===== src/b64sc_pkg.sv =====
// Shared types, constants and character mapping functions for the Base64 stream codec.
package b64sc_pkg;

  localparam int QUEUE_DEPTH = 2;
  localparam int CFG_ADDR_W  = 3;
  localparam int CFG_DATA_W  = 32;

  // Register index is the word address above the byte offset.
  localparam logic [CFG_ADDR_W-3:0] REG_DECODE_MODE = '0;

  localparam logic [7:0] PAD_CHAR       = 8'h3D;
  localparam logic [7:0] INVALID_SEXTET = 8'h80;

  typedef enum logic [1:0] {
    STAT_OK       = 2'd0,
    STAT_BAD_CHAR = 2'd1,
    STAT_BAD_PAD  = 2'd2
  } status_t;

  // One queued job: up to four result words, slot 0 goes out first.
  typedef struct packed {
    logic [3:0][7:0] data;
    logic [1:0]      last_idx;
    status_t         status;
  } job_t;

  typedef struct packed {
    logic decode_mode;
    logic clear;
  } cfg_ctl_t;

  function automatic logic [7:0] enc_char(input logic [5:0] sextet);
    logic [7:0] s8;
    logic [7:0] ch;
    s8 = {2'b00, sextet};
    if (sextet < 6'd26) begin
      ch = 8'h41 + s8;
    end else if (sextet < 6'd52) begin
      ch = 8'h61 + s8 - 8'd26;
    end else if (sextet < 6'd62) begin
      ch = 8'h30 + s8 - 8'd52;
    end else if (sextet == 6'd62) begin
      ch = 8'h2B;
    end else begin
      ch = 8'h2F;
    end
    return ch;
  endfunction

  // Sextet of an alphabet character, or INVALID_SEXTET otherwise.
  function automatic logic [7:0] dec_value(input logic [7:0] c);
    logic [7:0] v;
    if (c >= 8'h41 && c <= 8'h5A) begin
      v = c - 8'h41;
    end else if (c >= 8'h61 && c <= 8'h7A) begin
      v = c - 8'h61 + 8'd26;
    end else if (c >= 8'h30 && c <= 8'h39) begin
      v = c - 8'h30 + 8'd52;
    end else if (c == 8'h2B) begin
      v = 8'd62;
    end else if (c == 8'h2F) begin
      v = 8'd63;
    end else begin
      v = INVALID_SEXTET;
    end
    return v;
  endfunction

endpackage


===== src/base64_stream_codec.sv =====
// Result path: the input word that closes a job writes the job into the job queue; the job
// is then loaded into the back-end word register once the back end is free, and only then
// is its first result word on the result ports. Throughput: one input word per cycle while
// the job queue has room; one result word per cycle from the back end while pop is held,
// so encoding is bound by the back end (four characters per three bytes) and decoding by the input side.
// Reset: synchronous, active low; clears the mode to encode, the group state and the
// job queue.
module base64_stream_codec #(
  parameter int QUEUE_DEPTH = b64sc_pkg::QUEUE_DEPTH
) (
  input  logic                             clk,
  input  logic                             rst_n,
  input  logic                             psel,
  input  logic                             penable,
  input  logic                             pwrite,
  input  logic [b64sc_pkg::CFG_ADDR_W-1:0] paddr,
  input  logic [b64sc_pkg::CFG_DATA_W-1:0] pwdata,
  output logic [b64sc_pkg::CFG_DATA_W-1:0] prdata,
  output logic                             pready,
  input  logic [7:0]                       in_byte,
  input  logic                             in_last,
  input  logic                             push,
  output logic                             full,
  output logic [7:0]                       out_byte,
  output logic                             out_last,
  output logic [1:0]                       out_status,
  output logic                             empty,
  input  logic                             pop
);

  logic               decode_mode_r;
  logic               reg_hit;
  logic               cfg_wr;
  b64sc_pkg::cfg_ctl_t cfg;
  logic               accept;
  logic               job_valid;
  b64sc_pkg::job_t    job_in, job_out;
  logic               q_full, q_empty, q_pop;

  assign pready  = 1'b1;
  assign reg_hit = (paddr[b64sc_pkg::CFG_ADDR_W-1:2] == b64sc_pkg::REG_DECODE_MODE);
  assign cfg_wr  = psel && penable && pwrite && pready && reg_hit;
  assign prdata  = reg_hit ? {{(b64sc_pkg::CFG_DATA_W-1){1'b0}}, decode_mode_r} : '0;

  always_ff @(posedge clk) begin
    if (!rst_n) begin
      decode_mode_r <= 1'b0;
    end else if (cfg_wr) begin
      decode_mode_r <= pwdata[0];
    end
  end

  assign cfg.decode_mode = decode_mode_r;
  assign cfg.clear       = cfg_wr;

  assign full   = q_full;
  assign accept = push && !q_full;

  b64sc_front u_front (
    .clk       (clk),
    .rst_n     (rst_n),
    .cfg       (cfg),
    .accept    (accept),
    .in_byte   (in_byte),
    .in_last   (in_last),
    .job_valid (job_valid),
    .job       (job_in)
  );

  b64sc_queue #(
    .DEPTH (QUEUE_DEPTH)
  ) u_queue (
    .clk     (clk),
    .rst_n   (rst_n),
    .push    (accept && job_valid),
    .job_in  (job_in),
    .pop     (q_pop),
    .job_out (job_out),
    .full    (q_full),
    .empty   (q_empty)
  );

  b64sc_back u_back (
    .clk        (clk),
    .rst_n      (rst_n),
    .q_job      (job_out),
    .q_empty    (q_empty),
    .q_pop      (q_pop),
    .pop        (pop),
    .empty      (empty),
    .out_byte   (out_byte),
    .out_last   (out_last),
    .out_status (out_status)
  );

`ifndef ASSERT_OFF
  a_err_single: assert property (@(posedge clk) disable iff (!rst_n)
    (!empty && out_status != b64sc_pkg::STAT_OK) |-> out_last)
    else $error("error word not marked last");

  a_enc_no_err: assert property (@(posedge clk) disable iff (!rst_n)
    (!empty && !decode_mode_r) |-> (out_status == b64sc_pkg::STAT_OK))
    else $error("error status while encoding");

  a_job_whole: assert property (@(posedge clk) disable iff (!rst_n)
    (pop && !empty && !out_last) |=> !empty)
    else $error("job ended before its last word");
`endif

endmodule


===== src/b64sc_front.sv =====
// Front end: takes input words, keeps the group state and builds result jobs.
module b64sc_front (
  input  logic                clk,
  input  logic                rst_n,
  input  b64sc_pkg::cfg_ctl_t cfg,
  input  logic                accept,
  input  logic [7:0]          in_byte,
  input  logic                in_last,
  output logic                job_valid,
  output b64sc_pkg::job_t     job
);

  logic [23:0] group_bits_r, group_bits_nxt;
  logic [1:0]  group_count_r, group_count_nxt;
  logic [1:0]  pad_count_r, pad_count_nxt;

  // encode path
  logic [1:0]  enc_cnt;
  logic [23:0] enc_shift;
  logic [23:0] enc_word;
  logic        enc_emit;
  logic [1:0]  enc_npad;
  logic [3:0][7:0] enc_chars;

  // decode path
  logic        is_pad;
  logic [7:0]  dv;
  logic [5:0]  sextet;
  logic [1:0]  pad_new;
  logic        dec_err;
  b64sc_pkg::status_t dec_code;
  logic [23:0] dec_shift;

  always_comb begin
    enc_cnt   = group_count_r + 2'd1;
    enc_shift = {group_bits_r[15:0], in_byte};
    unique case (enc_cnt)
      2'd3: begin
        enc_word = enc_shift;
        enc_emit = 1'b1;
        enc_npad = 2'd0;
      end
      2'd1: begin
        enc_word = {in_byte, 16'h0000};
        enc_emit = in_last;
        enc_npad = 2'd2;
      end
      2'd2: begin
        enc_word = {group_bits_r[7:0], in_byte, 8'h00};
        enc_emit = in_last;
        enc_npad = 2'd1;
      end
      2'd0: begin
        enc_word = enc_shift;
        enc_emit = 1'b0;
        enc_npad = 2'd0;
      end
    endcase
    enc_chars[0] = b64sc_pkg::enc_char(enc_word[23:18]);
    enc_chars[1] = b64sc_pkg::enc_char(enc_word[17:12]);
    enc_chars[2] = (enc_npad == 2'd2) ? b64sc_pkg::PAD_CHAR
                                      : b64sc_pkg::enc_char(enc_word[11:6]);
    enc_chars[3] = (enc_npad != 2'd0) ? b64sc_pkg::PAD_CHAR
                                      : b64sc_pkg::enc_char(enc_word[5:0]);
  end

  always_comb begin
    is_pad   = (in_byte == b64sc_pkg::PAD_CHAR);
    dv       = b64sc_pkg::dec_value(in_byte);
    sextet   = 6'd0;
    pad_new  = pad_count_r;
    dec_err  = 1'b0;
    dec_code = b64sc_pkg::STAT_OK;
    if (is_pad) begin
      // a pad in the first or second place is misplaced
      if (group_count_r < 2'd2) begin
        dec_err  = 1'b1;
        dec_code = b64sc_pkg::STAT_BAD_PAD;
      end else begin
        pad_new = pad_count_r + 2'd1;
      end
    end else if (dv[7]) begin
      dec_err  = 1'b1;
      dec_code = b64sc_pkg::STAT_BAD_CHAR;
    end else if (pad_count_r != 2'd0) begin
      dec_err  = 1'b1;
      dec_code = b64sc_pkg::STAT_BAD_PAD;
    end else begin
      sextet = dv[5:0];
    end
    dec_shift = {group_bits_r[17:0], sextet};
  end

  always_comb begin
    job_valid       = 1'b0;
    job.data        = '0;
    job.last_idx    = 2'd0;
    job.status      = b64sc_pkg::STAT_OK;
    group_bits_nxt  = group_bits_r;
    group_count_nxt = group_count_r;
    pad_count_nxt   = pad_count_r;
    if (!cfg.decode_mode) begin
      job.data     = enc_chars;
      job.last_idx = 2'd3;
      job_valid    = enc_emit;
      if (enc_emit) begin
        group_bits_nxt  = '0;
        group_count_nxt = 2'd0;
      end else begin
        group_bits_nxt  = enc_shift;
        group_count_nxt = enc_cnt;
      end
      pad_count_nxt = 2'd0;
    end else begin
      priority if (dec_err) begin
        job_valid       = 1'b1;
        job.status      = dec_code;
        group_bits_nxt  = '0;
        group_count_nxt = 2'd0;
        pad_count_nxt   = 2'd0;
      end else if (group_count_r == 2'd3) begin
        job_valid       = 1'b1;
        job.data[0]     = dec_shift[23:16];
        job.data[1]     = dec_shift[15:8];
        job.data[2]     = dec_shift[7:0];
        job.last_idx    = 2'd2 - pad_new;
        group_bits_nxt  = '0;
        group_count_nxt = 2'd0;
        pad_count_nxt   = 2'd0;
      end else if (in_last) begin
        // truncated group at end of message
        job_valid       = 1'b1;
        job.status      = b64sc_pkg::STAT_BAD_PAD;
        group_bits_nxt  = '0;
        group_count_nxt = 2'd0;
        pad_count_nxt   = 2'd0;
      end else begin
        group_bits_nxt  = dec_shift;
        group_count_nxt = group_count_r + 2'd1;
        pad_count_nxt   = pad_new;
      end
    end
  end

  always_ff @(posedge clk) begin
    if (!rst_n || cfg.clear) begin
      group_bits_r  <= '0;
      group_count_r <= 2'd0;
      pad_count_r   <= 2'd0;
    end else if (accept) begin
      group_bits_r  <= group_bits_nxt;
      group_count_r <= group_count_nxt;
      pad_count_r   <= pad_count_nxt;
    end
  end

endmodule


===== src/b64sc_queue.sv =====
// Short job queue between the front and back ends.
module b64sc_queue #(
  parameter int DEPTH = b64sc_pkg::QUEUE_DEPTH
) (
  input  logic            clk,
  input  logic            rst_n,
  input  logic            push,
  input  b64sc_pkg::job_t job_in,
  input  logic            pop,
  output b64sc_pkg::job_t job_out,
  output logic            full,
  output logic            empty
);

  localparam int PTR_W = $clog2(DEPTH);
  localparam int CNT_W = $clog2(DEPTH + 1);

  b64sc_pkg::job_t mem_r [DEPTH];
  logic [PTR_W-1:0] wr_ptr_r, wr_ptr_nxt;
  logic [PTR_W-1:0] rd_ptr_r, rd_ptr_nxt;
  logic [CNT_W-1:0] count_r, count_nxt;
  logic             do_push, do_pop;

  assign full    = (count_r == CNT_W'(DEPTH));
  assign empty   = (count_r == '0);
  assign do_push = push && !full;
  assign do_pop  = pop && !empty;
  assign job_out = mem_r[rd_ptr_r];

  always_comb begin
    wr_ptr_nxt = wr_ptr_r;
    rd_ptr_nxt = rd_ptr_r;
    count_nxt  = count_r;
    if (do_push) begin
      wr_ptr_nxt = (wr_ptr_r == PTR_W'(DEPTH - 1)) ? '0 : wr_ptr_r + 1'b1;
    end
    if (do_pop) begin
      rd_ptr_nxt = (rd_ptr_r == PTR_W'(DEPTH - 1)) ? '0 : rd_ptr_r + 1'b1;
    end
    if (do_push && !do_pop) begin
      count_nxt = count_r + 1'b1;
    end else if (do_pop && !do_push) begin
      count_nxt = count_r - 1'b1;
    end
  end

  always_ff @(posedge clk) begin
    if (!rst_n) begin
      wr_ptr_r <= '0;
      rd_ptr_r <= '0;
      count_r  <= '0;
    end else begin
      wr_ptr_r <= wr_ptr_nxt;
      rd_ptr_r <= rd_ptr_nxt;
      count_r  <= count_nxt;
    end
  end

  always_ff @(posedge clk) begin
    if (do_push) begin
      mem_r[wr_ptr_r] <= job_in;
    end
  end

endmodule


===== src/b64sc_back.sv =====
// Back end: walks each job out as result words, one per cycle while pop is held.
module b64sc_back (
  input  logic            clk,
  input  logic            rst_n,
  input  b64sc_pkg::job_t q_job,
  input  logic            q_empty,
  output logic            q_pop,
  input  logic            pop,
  output logic            empty,
  output logic [7:0]      out_byte,
  output logic            out_last,
  output logic [1:0]      out_status
);

  b64sc_pkg::job_t cur_r;
  logic [1:0]      idx_r;
  logic            busy_r;
  logic            take, done, load;

  assign take  = pop && busy_r;
  assign done  = take && (idx_r == cur_r.last_idx);
  // refill when idle, or as the last word of the current job leaves
  assign load  = !q_empty && (!busy_r || done);
  assign q_pop = load;

  assign empty      = !busy_r;
  assign out_byte   = cur_r.data[idx_r];
  assign out_last   = (idx_r == cur_r.last_idx);
  assign out_status = cur_r.status;

  always_ff @(posedge clk) begin
    if (!rst_n) begin
      busy_r <= 1'b0;
      idx_r  <= 2'd0;
    end else if (load) begin
      busy_r <= 1'b1;
      idx_r  <= 2'd0;
    end else if (done) begin
      busy_r <= 1'b0;
      idx_r  <= 2'd0;
    end else if (take) begin
      idx_r <= idx_r + 2'd1;
    end
  end

  always_ff @(posedge clk) begin
    if (load) begin
      cur_r <= q_job;
    end
  end

endmodule


===== config.mk =====
export PLATFORM = sky130hd
export DESIGN_NAME = base64_stream_codec
export DESIGN_NICKNAME = d
export VERILOG_FILES = /design/src/b64sc_pkg.sv /design/src/base64_stream_codec.sv /design/src/b64sc_front.sv /design/src/b64sc_queue.sv /design/src/b64sc_back.sv
export SDC_FILE = /design/constraint.sdc
export NUM_CORES = 1
export LEC_CHECK = 0
export ABC_AREA = 1
export BUFFER_PORTS_ARGS = -buffer_cell sky130_fd_sc_hd__buf_2
export CELL_PAD_IN_SITES_DETAIL_PLACEMENT = 1
export CELL_PAD_IN_SITES_GLOBAL_PLACEMENT = 1
export CORE_UTILIZATION = 46
export CTS_BUF_LIST = sky130_fd_sc_hd__clkbuf_4
export DETAILED_ROUTE_END_ITERATION = 16
export PLACE_DENSITY = 0.84
export SYNTH_ARGS = -nofsm -noshare
export SYNTH_HDL_FRONTEND = slang
export SYNTH_SLANG_ARGS = --single-unit

===== constraint.sdc =====
create_clock -name clk -period 4.3 [get_ports clk]
set_clock_uncertainty 0.15 [all_clocks]
set_input_delay 0 -clock clk [delete_from_list [all_inputs] [get_ports clk]]
set_output_delay 0 -clock clk [all_outputs]
set_load 0.01 [all_outputs]

==> results of run 1 <==
## metrics by stage
step | hold WS, ns | worst slack [ns] | instance area [um^2] | util [%]
finish | 0.0691 | 0.536 | 9680 | 51.1
global route | 0.0867 | 0.246 | 9680 | 51.1
CTS | 0.0238 | 0.542 | 9680 | 51.1
detailed placement | 0.0987 | 0.576 | 9260 | 48.8
global placement | 0.0964 | 0.734 | 9260 | 48.8
floorplan | -0.102 | 0.863 | 9110 | -
## per-layer routing
metal  up-vias  part of all wire (%)
met5         -                     0
met4         0                   1.4
met3        21                   4.0
met2       183                    50
met1      3803                    44
li1       3802                     -
## cells in the final DEF, fill, tap and decap left out, types with 4 or more instances in the layout
| master | n |
|---|---|
| nand2_1 | 305 |
| edfxtp_1 | 108 |
| inv_1 | 106 |
| o21ai_0 | 89 |
| nor2_1 | 79 |
| nand3_1 | 76 |
| ha_1 | 53 |
| a21oi_1 | 52 |
| conb_1 | 32 |
| buf_2 | 31 |
| dfxtp_1 | 30 |
| clkbuf_4 | 17 |
| inv_2 | 16 |
| o22ai_1 | 16 |
| dlygate4sd3_1 | 15 |
| xor2_1 | 13 |
| nand4_1 | 12 |
| o211ai_1 | 12 |
| buf_4 | 11 |
| nor3_1 | 10 |
| o21ai_1 | 8 |
| nand2_2 | 7 |
| o31ai_1 | 7 |
| a31oi_1 | 7 |
| xnor2_1 | 7 |
| o21a_1 | 7 |
| nor2_2 | 6 |
| inv_6 | 5 |
| clkinv_4 | 5 |
| or2_2 | 4 |
| clkinv_1 | 4 |
| clkinvlp_4 | 4 |
## state kept, by name, indices dropped and copies added (netlist names), 2 cells and up
name / flops
u_queue.count_r: 2
u_back.out_status: 2
u_back.idx_r: 2
u_back.cur_r: 34
u_queue.mem_r: 72
u_front.group_count_r: 2
u_front.group_bits_r: 18
u_front.pad_count_r: 2
## what timing repair did
item | CTS | global route
hold buffers | 15 | 0
gates resized for setup | 0 | 0
hold endpoints to repair | 32 | 0
setup endpoints to repair | 0 | 0
## layout make-up
cell class / count / area [um^2] / area share (%)
timing repair buffer: 58 / 408 / 4.21
clock inverter: 15 / 143 / 1.47
antenna: 1 / 2.50 / 0.0258
sequential: 138 / 3840 / 39.7
tap: 260 / 325 / 3.36
inverter: 126 / 478 / 4.94
clock buffer: 17 / 128 / 1.32
multi-input combinational: 830 / 4350 / 45.0
## logic make-up (layout without fill, tap and decap cells)
group	after synthesis	count (layout)	share of synthesized area, %
adder cells (fa/ha/maj)	53	53	7.37
XOR/XNOR	20	20	1.95
flip-flops	138	138	42.7
buffers and inverters	196	216	10.2
AND/OR/NAND/NOR	509	509	23.9
AO/OA/AOI/OAI	216	216	13.8
other	2	33	0.0835
## final timing paths
kind | cells after the start | end | from | slack (ns)
worst max-delay path | 17 | u_queue.mem_r[1][16] | u_front.group_count_r[1] | 0.54
worst min-delay path | 7 | u_front.group_bits_r[3] | in_byte[3] | 0.07
worst max register to register | 17 | u_queue.mem_r[1][16] | u_front.group_count_r[1] | 0.54
worst min register to register | 2 | u_front.group_bits_r[15] | u_front.group_bits_r[9] | 0.34
## worst reg2reg max path: cells and delay by family (launching register included)
kind            cells  cell delay, ns
flops               1            0.52
fa+ha+maj           2            0.55
simple gates        7            0.94
compound gates      3            0.62
buf+inv             4            0.65
xor+xnor            1            0.14
## power groups by stage
| stage | clock (mW) | sequential, mW | combinational [mW] |
|---|---|---|---|
| 2_1_floorplan | 0 | 1.96 | 1.20 |
| 3_3_place_gp | 0 | 2.02 | 1.59 |
| 3_5_place_dp | 0 | 2.04 | 1.67 |
| 4_1_cts | 0.825 | 2.01 | 1.69 |
| 5_1_grt | 0.877 | 2.03 | 1.89 |
| 6_report | 0.810 | 2.00 | 1.69 |
==> run metrics, run 1 <==
outcome=finished, final reports clean; P&R area growth vs syn=7.59%; most used flip-flop cell after synthesis=edfxtp_1; number of flops mapped to enable cells by yosys=about 110; CTS root buffer=clkbuf_4; initial antenna violation count=1; io pins=97; top cells by count, synth=nand2_1 (305), edfxtp_1 (108), inv_1 (106); Die Area=0.0201 mm^2; Ys Warns=0; input/output buffers=31; first-pass GRT wire length=41.0 mm; All-Layer GR Usage=between 20% and 30%; top cells by area, synth=edfxtp_1 (36%), nand2_1 (13%), ha_1 (7.4%); Syn Inst Count=1,134; Setup Buffers After CTS=0; arrival time at the worst endpoint=3.98 ns; Starting Density=a little under half; cell family with most CP delay=simple AND/OR/NAND/NOR gates; Clock Sinks=approximately 140; Top Usage Layer GRT=met2; placer congestion estimate=approximately 0.89; Worst IR Drop VDD=0.183 mV; most common cell in the netlist=nand2_1; total number of vias=7,809; DR DRC count=0; Layout Cells excl Fill=1,445; Comb power frac=37.5%; total power=4.50 mW; Final #Nets=1,275; Slew Viols, Final=0; DPL Wire Length=19.4 mm; cell chain of the critical path=inv_1 -> ha_1 -> inv_1 -> nand2_2 -> nand2_4 -> o22ai_1 -> o21ai_2 -> inv_1 -> ha_1 -> nand2_1 -> clkinv_1 -> nor2_1 -> xnor2_1 -> nand2_1 -> nand2_1 -> nand3_1 -> o31ai_1; Critical Path RT=4.51 ns; vias in the first global route=approximately 7,900; Clock Latency Late Sink=0.57 ns; grt met1 use=33.6%; TritonCTS clock tree=done; Clk pwr share=18.0%; max incr delay on CP=about 0.52 ns; Tightest Hold Check Type=in -> reg; RSZ-0062 raised after global routing=no; Sw Share=slightly above 40%; Worst slew margin=31.8%; Slowest-stage cell, CP=dfxtp_1; Final setup viols=0; row count=50; post-route clock period utilization=87.5%; First-pass DRT Iterations=5; leakage power=4.21 nW; layout cells sized above 1=10.4%; top cell type by total area after synthesis=edfxtp_1; FILL cells=2,388; GR Overflow Total=0; clock period minus worst slack=3.76 ns; buffer and inverter count on the worst path=4; worst slew pin tran=1.02 ns; DIE WIDTH=142 um; highest clock rate=266 MHz; synthesized cell area=0.00900 mm^2; routed len/inst=17.9 um; sequential power share=44.5%; met3 GRT Util=3.71%; Synth async-reset ratio=0%; Clock Pin Slew Worst Setup and Hold Paths=0.13 ns; CP Capture Type=flop; Die Y=142 um; Iter 0 DRT Violations=489; setup TNS=0 ns; syn avg cell area=7.93 um^2; GRT met2 Usage=between 40% and 50%; Max-cap violations=0; hold violation total from the final report=0; net switching power=1.84 mW; Routed Wire Length=approximately 26 mm; CP Max Fanout=17; Cell Int Power=2.66 mW; Yosys top cell area share=a little over a third; TritonCTS buffer count=17; P per Cell Area=465 mW/mm^2; via-per-instance ratio=around 5.4; number of distinct library cells after synthesis=49; register area share after synthesis=42.7%; Placed Instances=1,397; Synth Register Bits=138; CP startpoint kind=flop; pin count of the biggest net entering global routing=38; H-tree depth=4; clk buf depth=2; Worst Setup Path Type=reg -> reg; core area=0.0190 mm^2; remaining antenna violation count after routing=0
(Power assumes the default switching activity.)
==> inputs of run 2 (changes only) <==
--- a/config.mk
+++ b/config.mk
@@ -9,6 +9,7 @@
 export BUFFER_PORTS_ARGS = -buffer_cell sky130_fd_sc_hd__buf_2
 export CELL_PAD_IN_SITES_DETAIL_PLACEMENT = 1
 export CELL_PAD_IN_SITES_GLOBAL_PLACEMENT = 1
+export CORE_ASPECT_RATIO = 1.1
 export CORE_UTILIZATION = 46
 export CTS_BUF_LIST = sky130_fd_sc_hd__clkbuf_4
 export DETAILED_ROUTE_END_ITERATION = 16
==> run metrics, run 2 (synthesis results as in run 1) <==
DR DRC count=0 (unchanged); total number of vias=7,840 (was 7,809); Worst slew margin=19.7% (was 31.8%); clock period minus worst slack=3.73 ns (was 3.76 ns); input/output buffers=31 (unchanged); FILL cells=2,420 (was 2,388); Tightest Hold Check Type=in -> reg (unchanged); TritonCTS buffer count=17 (unchanged); total power=4.50 mW (about the same); CP Capture Type=flop (unchanged); via-per-instance ratio=5.48 (was 5.40); Critical Path RT=4.47 ns (was 4.51 ns); hold violation total from the final report=0 (unchanged); worst slew pin tran=1.20 ns (was 1.02 ns); Final #Nets=1,273 (was 1,275); Post-CTS Resized=0 (unchanged); P per Cell Area=468 mW/mm^2 (was 465 mW/mm^2); Reg with most FFs=u_queue.mem_r (unchanged); layout cells sized above 1=10.6% (was 10.4%); Clock Sinks=138 (unchanged); arrival time at the worst endpoint=3.90 ns (was 3.98 ns); Worst Setup Path Type=reg -> reg (unchanged); Starting Density=46.9% (was 47.5%); First-pass DRT Iterations=5 (unchanged); core area=0.0192 mm^2 (was 0.0190 mm^2); Routed Wire Length=26.3 mm (was 25.8 mm); clk buf depth=2 (unchanged); H-tree depth=4 (unchanged); GR Overflow Total=0 (unchanged); Largest regs=u_queue.mem_r x72, u_back.cur_r x34, u_front.group_bits_r x18 (unchanged); io pins=97 (unchanged); first-pass GRT wire length=42.0 mm (was 41.0 mm); RSZ-0062 raised after global routing=no (unchanged); Final setup viols=0 (unchanged); leakage power=4.21 nW (about the same); outcome=finished, final reports clean (unchanged); most frequent cells in the layout=nand2_1 (305), edfxtp_1 (108), inv_1 (106) (unchanged); highest clock rate=268 MHz (was 266 MHz); CP Max Fanout=17 (unchanged); Clock Pin Slew Worst Setup and Hold Paths=0.15 ns (was 0.13 ns); Clock Latency Late Sink=0.55 ns (was 0.57 ns); Die Area=0.0201 mm^2 (about the same); TritonCTS clock tree=done (unchanged); vias in the first global route=7,966 (was 7,865); CP startpoint kind=flop (unchanged); DPL Wire Length=19.8 mm (was 19.4 mm); max reg flops=72 (unchanged); routed len/inst=18.4 um (was 17.9 um); Iter 0 DRT Violations=408 (was 489); most common cell after layout, fill and taps aside=nand2_1 (unchanged); row count=53 (was 50); Worst IR Drop VDD=0.294 mV (was 0.183 mV); Slew Viols, Final=0 (unchanged); Max-cap violations=0 (unchanged); met3 GRT Util=4.50% (was 3.71%); Die Y=149 um (was 142 um); remaining antenna violation count after routing=0 (unchanged); GRT met2 Usage=47.1% (was 47.8%); DIE WIDTH=135 um (was 142 um); setup TNS=0 ns (unchanged); grt met1 use=34.0% (was 33.6%); All-Layer GR Usage=27.4% (was 26.6%); initial antenna violation count=1 (unchanged); Top Usage Layer GRT=met2 (unchanged); pin count of the biggest net entering global routing=39 (was 38); placer congestion estimate=0.928 (was 0.893); post-route clock period utilization=86.7% (was 87.5%); P&R area growth vs syn=6.91% (was 7.59%); CTS root buffer=clkbuf_4 (unchanged)
-- run 2: area by class of cell --
cell class / count / area [um^2] / share of cell area, %
clock inverter: 14 / 125 / 1.30
antenna: 1 / 2.50 / 0.0260
sequential: 138 / 3840 / 40.0
clock buffer: 18 / 135 / 1.40
timing repair buffer: 56 / 373 / 3.88
tap: 247 / 309 / 3.21
inverter: 126 / 478 / 4.97
multi-input combinational: 830 / 4350 / 45.3
-- run 2: path summary, 6_finish.rpt --
kind / cells after the start / startpoint / slack, ns / endpoint
setup / recovery: 15 / u_front.group_count_r[1] / 0.57 / u_queue.mem_r[0][13]
hold / removal: 5 / in_byte[0] / 0.04 / u_front.group_bits_r[0]
setup reg to reg: 15 / u_front.group_count_r[1] / 0.57 / u_queue.mem_r[0][13]
hold reg to reg: 2 / u_front.group_bits_r[9] / 0.33 / u_front.group_bits_r[15]
-- run 2: report_power, final --
group,switching (mW),leakage [nW],internal [mW],total [mW]
Sequential,0.145,1.23,1.86,2.01
Clock,0.543,0.139,0.258,0.801
Combinational,1.19,2.84,0.498,1.69
Total,1.88,4.21,2.62,4.50
-- run 2: repair_timing --
action                    CTS  global route
hold buffers               12             0
setup buffers               0             0
hold endpoints to repair   27             0
-- run 2: stage by stage --
stage | std cells | hold WS [ns] | utilization (%) | cell area [um^2] | worst slack, ns
2_1_floorplan | 1164 | -0.102 | - | 9110 | 0.863
3_3_place_gp | 1385 | 0.0948 | 48.2 | 9240 | 0.761
3_5_place_dp | 1385 | 0.0977 | 48.2 | 9240 | 0.616
4_1_cts | 1429 | 0.000200 | 50.2 | 9620 | 0.570
5_1_grt | 1430 | 0.00381 | 50.2 | 9620 | 0.272
6_report | 1430 | 0.0369 | 50.2 | 9620 | 0.570
-- run 2: critical path, cell delays in order (launching register included) --
cell,delay (ns)
dfxtp_1,0.53
inv_1,0.17
ha_1,0.31
inv_1,0.09
nand2_2,0.07
nand2_4,0.18
o22ai_1,0.16
o21ai_2,0.31
inv_1,0.11
ha_1,0.22
nand2_1,0.16
clkinv_1,0.27
or2_2,0.35
nand3_1,0.08
o211ai_1,0.18
o31ai_1,0.16
-- run 2: layer usage --
layer	share of wire (%)	wire length, um	vias to the layer above
met3	4.0	1040	49
met1	43	11300	3793
li1	-	-	3806
met5	0	0	-
met2	50	13100	192
met4	3.5	914	0
==> inputs of run 3 (changes only) <==
--- a/config.mk
+++ b/config.mk
@@ -10,10 +10,12 @@
 export CELL_PAD_IN_SITES_DETAIL_PLACEMENT = 1
 export CELL_PAD_IN_SITES_GLOBAL_PLACEMENT = 1
 export CORE_ASPECT_RATIO = 1.1
-export CORE_UTILIZATION = 46
+export CORE_UTILIZATION = 47
 export CTS_BUF_LIST = sky130_fd_sc_hd__clkbuf_4
+export CTS_CLUSTER_SIZE = 25
 export DETAILED_ROUTE_END_ITERATION = 16
-export PLACE_DENSITY = 0.84
+export PLACE_DENSITY = 0.85
 export SYNTH_ARGS = -nofsm -noshare
 export SYNTH_HDL_FRONTEND = slang
+export SYNTH_HIERARCHICAL = 1
 export SYNTH_SLANG_ARGS = --single-unit
==> run metrics, run 3 <==
Iter 0 DRT Violations=429 (was 408); total number of vias=7,253 (was 7,840); leakage power=4.00 nW (was 4.21 nW); most used flip-flop cell after synthesis=edfxtp_1 (unchanged); cell mode on critical path=inv_1 (unchanged); Place WS=0.603 ns (was 0.616 ns); io pins=97 (unchanged); Starting Density=48.2% (was 46.9%); post-route clock period utilization=87.9% (was 86.7%); top cells by area, synth=edfxtp_1 (36%), nand2_1 (8.4%), dfxtp_1 (7.0%) (was edfxtp_1 (36%), nand2_1 (13%), ha_1 (7.4%)); TritonCTS clock tree=done (unchanged); cell family with most CP delay=simple AND/OR/NAND/NOR gates (unchanged); vias in the first global route=7,351 (was 7,966); Reg with most FFs=u_queue/mem_r (was u_queue.mem_r); row count=52 (was 53); FILL cells=2,249 (was 2,420); Worst slew margin=48.9% (was 19.7%); syn avg cell area=8.62 um^2 (was 7.93 um^2); Tightest Hold Check Type=in -> reg (unchanged); CTS root buffer=clkbuf_4 (unchanged); register area share after synthesis=43.3% (was 42.7%); via-per-instance ratio=5.44 (was 5.48); max reg flops=72 (unchanged); arrival time at the worst endpoint=3.91 ns (was 3.90 ns); outcome=finished, final reports clean (unchanged); TritonCTS buffer count=17 (unchanged); Ys Warns=6 (was 0); initial antenna violation count=1 (unchanged); cell chain of the critical path=inv_1 -> ha_1 -> inv_1 -> nand2_1 -> nand2_2 -> inv_2 -> nand2_1 -> nand2_1 -> o21ai_1 -> inv_1 -> ha_1 -> inv_1 -> o21ai_0 -> or2_2 -> nand3_1 -> o21ai_0 -> nor2_1 -> o21ai_0 (was inv_1 -> ha_1 -> inv_1 -> nand2_2 -> nand2_4 -> o22ai_1 -> o21ai_2 -> inv_1 -> ha_1 -> nand2_1 -> clkinv_1 -> or2_2 -> nand3_1 -> o211ai_1 -> o31ai_1); Die Y=146 um (was 149 um); clock period minus worst slack=3.78 ns (was 3.73 ns); top cell type by total area after synthesis=edfxtp_1 (unchanged); placer congestion estimate=0.894 (was 0.928); Syn Inst Count=1,034 (was 1,134); input/output buffers=31 (unchanged); setup ws final=0.519 ns (was 0.570 ns); routed len/inst=18.4 um (about the same); Critical Path RT=4.42 ns (was 4.47 ns); Clock Sinks=139 (was 138); P&R area growth vs syn=7.89% (was 6.91%); number of distinct library cells after synthesis=52 (was 49); RSZ-0062 raised after global routing=no (unchanged); Worst Setup Path Type=reg -> reg (unchanged); Largest regs=u_queue/mem_r x72, u_back/cur_r x34, u_front/group_bits_r x18 (was u_queue.mem_r x72, u_back.cur_r x34, u_front.group_bits_r x18); CP Max Fanout=18 (was 17); CP Capture Type=flop (unchanged); highest clock rate=264 MHz (was 268 MHz); H-tree depth=4 (unchanged); Synth async-reset ratio=0% (unchanged); DR DRC count=0 (unchanged); Yosys top cell area share=36.4% (was 36.0%); DIE WIDTH=133 um (was 135 um); GR Overflow Total=0 (unchanged); All-Layer GR Usage=25.8% (was 27.4%); Die Area=0.0195 mm^2 (was 0.0201 mm^2); worst slew pin tran=0.765 ns (was 1.20 ns); max incr delay on CP=0.43 ns (was 0.53 ns); P per Cell Area=480 mW/mm^2 (was 468 mW/mm^2); Synth Register Bits=139 (was 138); Worst IR Drop VDD=0.456 mV (was 0.294 mV); remaining antenna violation count after routing=0 (unchanged); top cells by count, synth=nand2_1 (199), inv_1 (115), edfxtp_1 (108) (was nand2_1 (305), edfxtp_1 (108), inv_1 (106)); Clock Pin Slew Worst Setup and Hold Paths=0.13 ns (was 0.15 ns); pin count of the biggest net entering global routing=38 (was 39); core area=0.0185 mm^2 (was 0.0192 mm^2); Final #Nets=1,162 (was 1,273); first-pass GRT wire length=38.7 mm (was 42.0 mm); Routed Wire Length=24.6 mm (was 26.3 mm); clk buf depth=2 (unchanged); Slew Viols, Final=0 (unchanged); most common cell in the netlist=nand2_1 (unchanged); DPL Wire Length=18.3 mm (was 19.8 mm); First-pass DRT Iterations=4 (was 5); hold violation total from the final report=0 (unchanged); Slowest-stage cell, CP=dfxtp_1 (unchanged); number of flops mapped to enable cells by yosys=108 (unchanged); synthesized cell area=0.00891 mm^2 (was 0.00900 mm^2); buffer and inverter count on the worst path=5 (was 4); layout cells sized above 1=16.0% (was 10.6%); most frequent cells in the layout=nand2_1 (199), inv_1 (115), edfxtp_1 (108) (was nand2_1 (305), edfxtp_1 (108), inv_1 (106)); CP startpoint kind=flop (unchanged); Max-cap violations=0 (unchanged); Final setup viols=0 (unchanged); most common cell after layout, fill and taps aside=nand2_1 (unchanged); setup TNS=0 ns (unchanged); Clock Latency Late Sink=0.54 ns (was 0.55 ns)
run 3: layer usage:
metal | GRT usage, % | wire, um | vias up
li1 | - | - | 3470
met2 | 45.7 | 12600 | 193
met5 | 0 | 0 | -
met1 | 31.6 | 10500 | 3555
met3 | 4.06 | 956 | 35
met4 | 8.92 | 548 | 0
run 3: per-stage QoR:
step | util (%) | instances | cell area, um^2 | total power, mW | hold slack (ns)
final | 52.1 | 1334 | 9620 | 4.62 | 0.0521
after CTS | 52.0 | 1333 | 9620 | 4.63 | 0.0103
after global placement | 49.3 | 1284 | 9110 | 3.53 | 0.111
after global routing | 52.1 | 1334 | 9620 | 4.86 | 0.118
after detailed placement | 49.3 | 1284 | 9110 | 3.65 | 0.117
after floorplan | - | 1064 | 9030 | 3.21 | -0.102
run 3: kinds of logic after synthesis:
group,count (synthesis),synth area share (%)
XOR/XNOR,25,2.54
buffers and inverters,197,11.2
other,2,0.0842
flip-flops,139,43.3
adder cells (fa/ha/maj),34,4.77
multiplexers,36,5.81
AND/OR/NAND/NOR,390,18.9
AO/OA/AOI/OAI,211,13.4
run 3: power breakdown:
| part | internal [mW] | switching [mW] | total (mW) |
|---|---|---|---|
| Clock | 0.481 | 0.501 | 0.981 |
| Sequential | 1.87 | 0.176 | 2.05 |
| Combinational | 0.557 | 1.03 | 1.59 |
run 3: area by class of cell:
type	instances	area (um^2)	share of cell area, %
diodes	1	2.50	0.0260
inverters	133	515	5.36
flip-flops and latches	139	3860	40.2
repair buffers	58	400	4.16
well taps	243	304	3.16
multi-input cells	728	4200	43.6
clock inverters	13	193	2.00
clock buffers	19	143	1.48
run 3: worst paths after layout:
check	end	slack, ns	depth (start not counted)	from
worst max-delay path	u_queue/mem_r[1][8]	0.52	18	u_front/group_count_r[1]
worst min-delay path	u_front/group_bits_r[3]	0.05	6	in_byte[3]
worst max register to register	u_queue/mem_r[1][8]	0.52	18	u_front/group_count_r[1]
worst min register to register	u_front/pad_count_r[1]	0.34	2	u_front/pad_count_r[1]
run 3: timing repair:
action | in CTS | in global routing
setup buffers | 0 | 0
hold endpoints to repair | 33 | 0
hold buffers | 17 | 0
resized for setup | 0 | 0
run 3: worst min-delay path: cells and delay by family:
kind,cells,cell delay [ns]
AO/OA/AOI/OAI,2,0.22
buffers and inverters,3,0.45
AND/OR/NAND/NOR,1,0.05
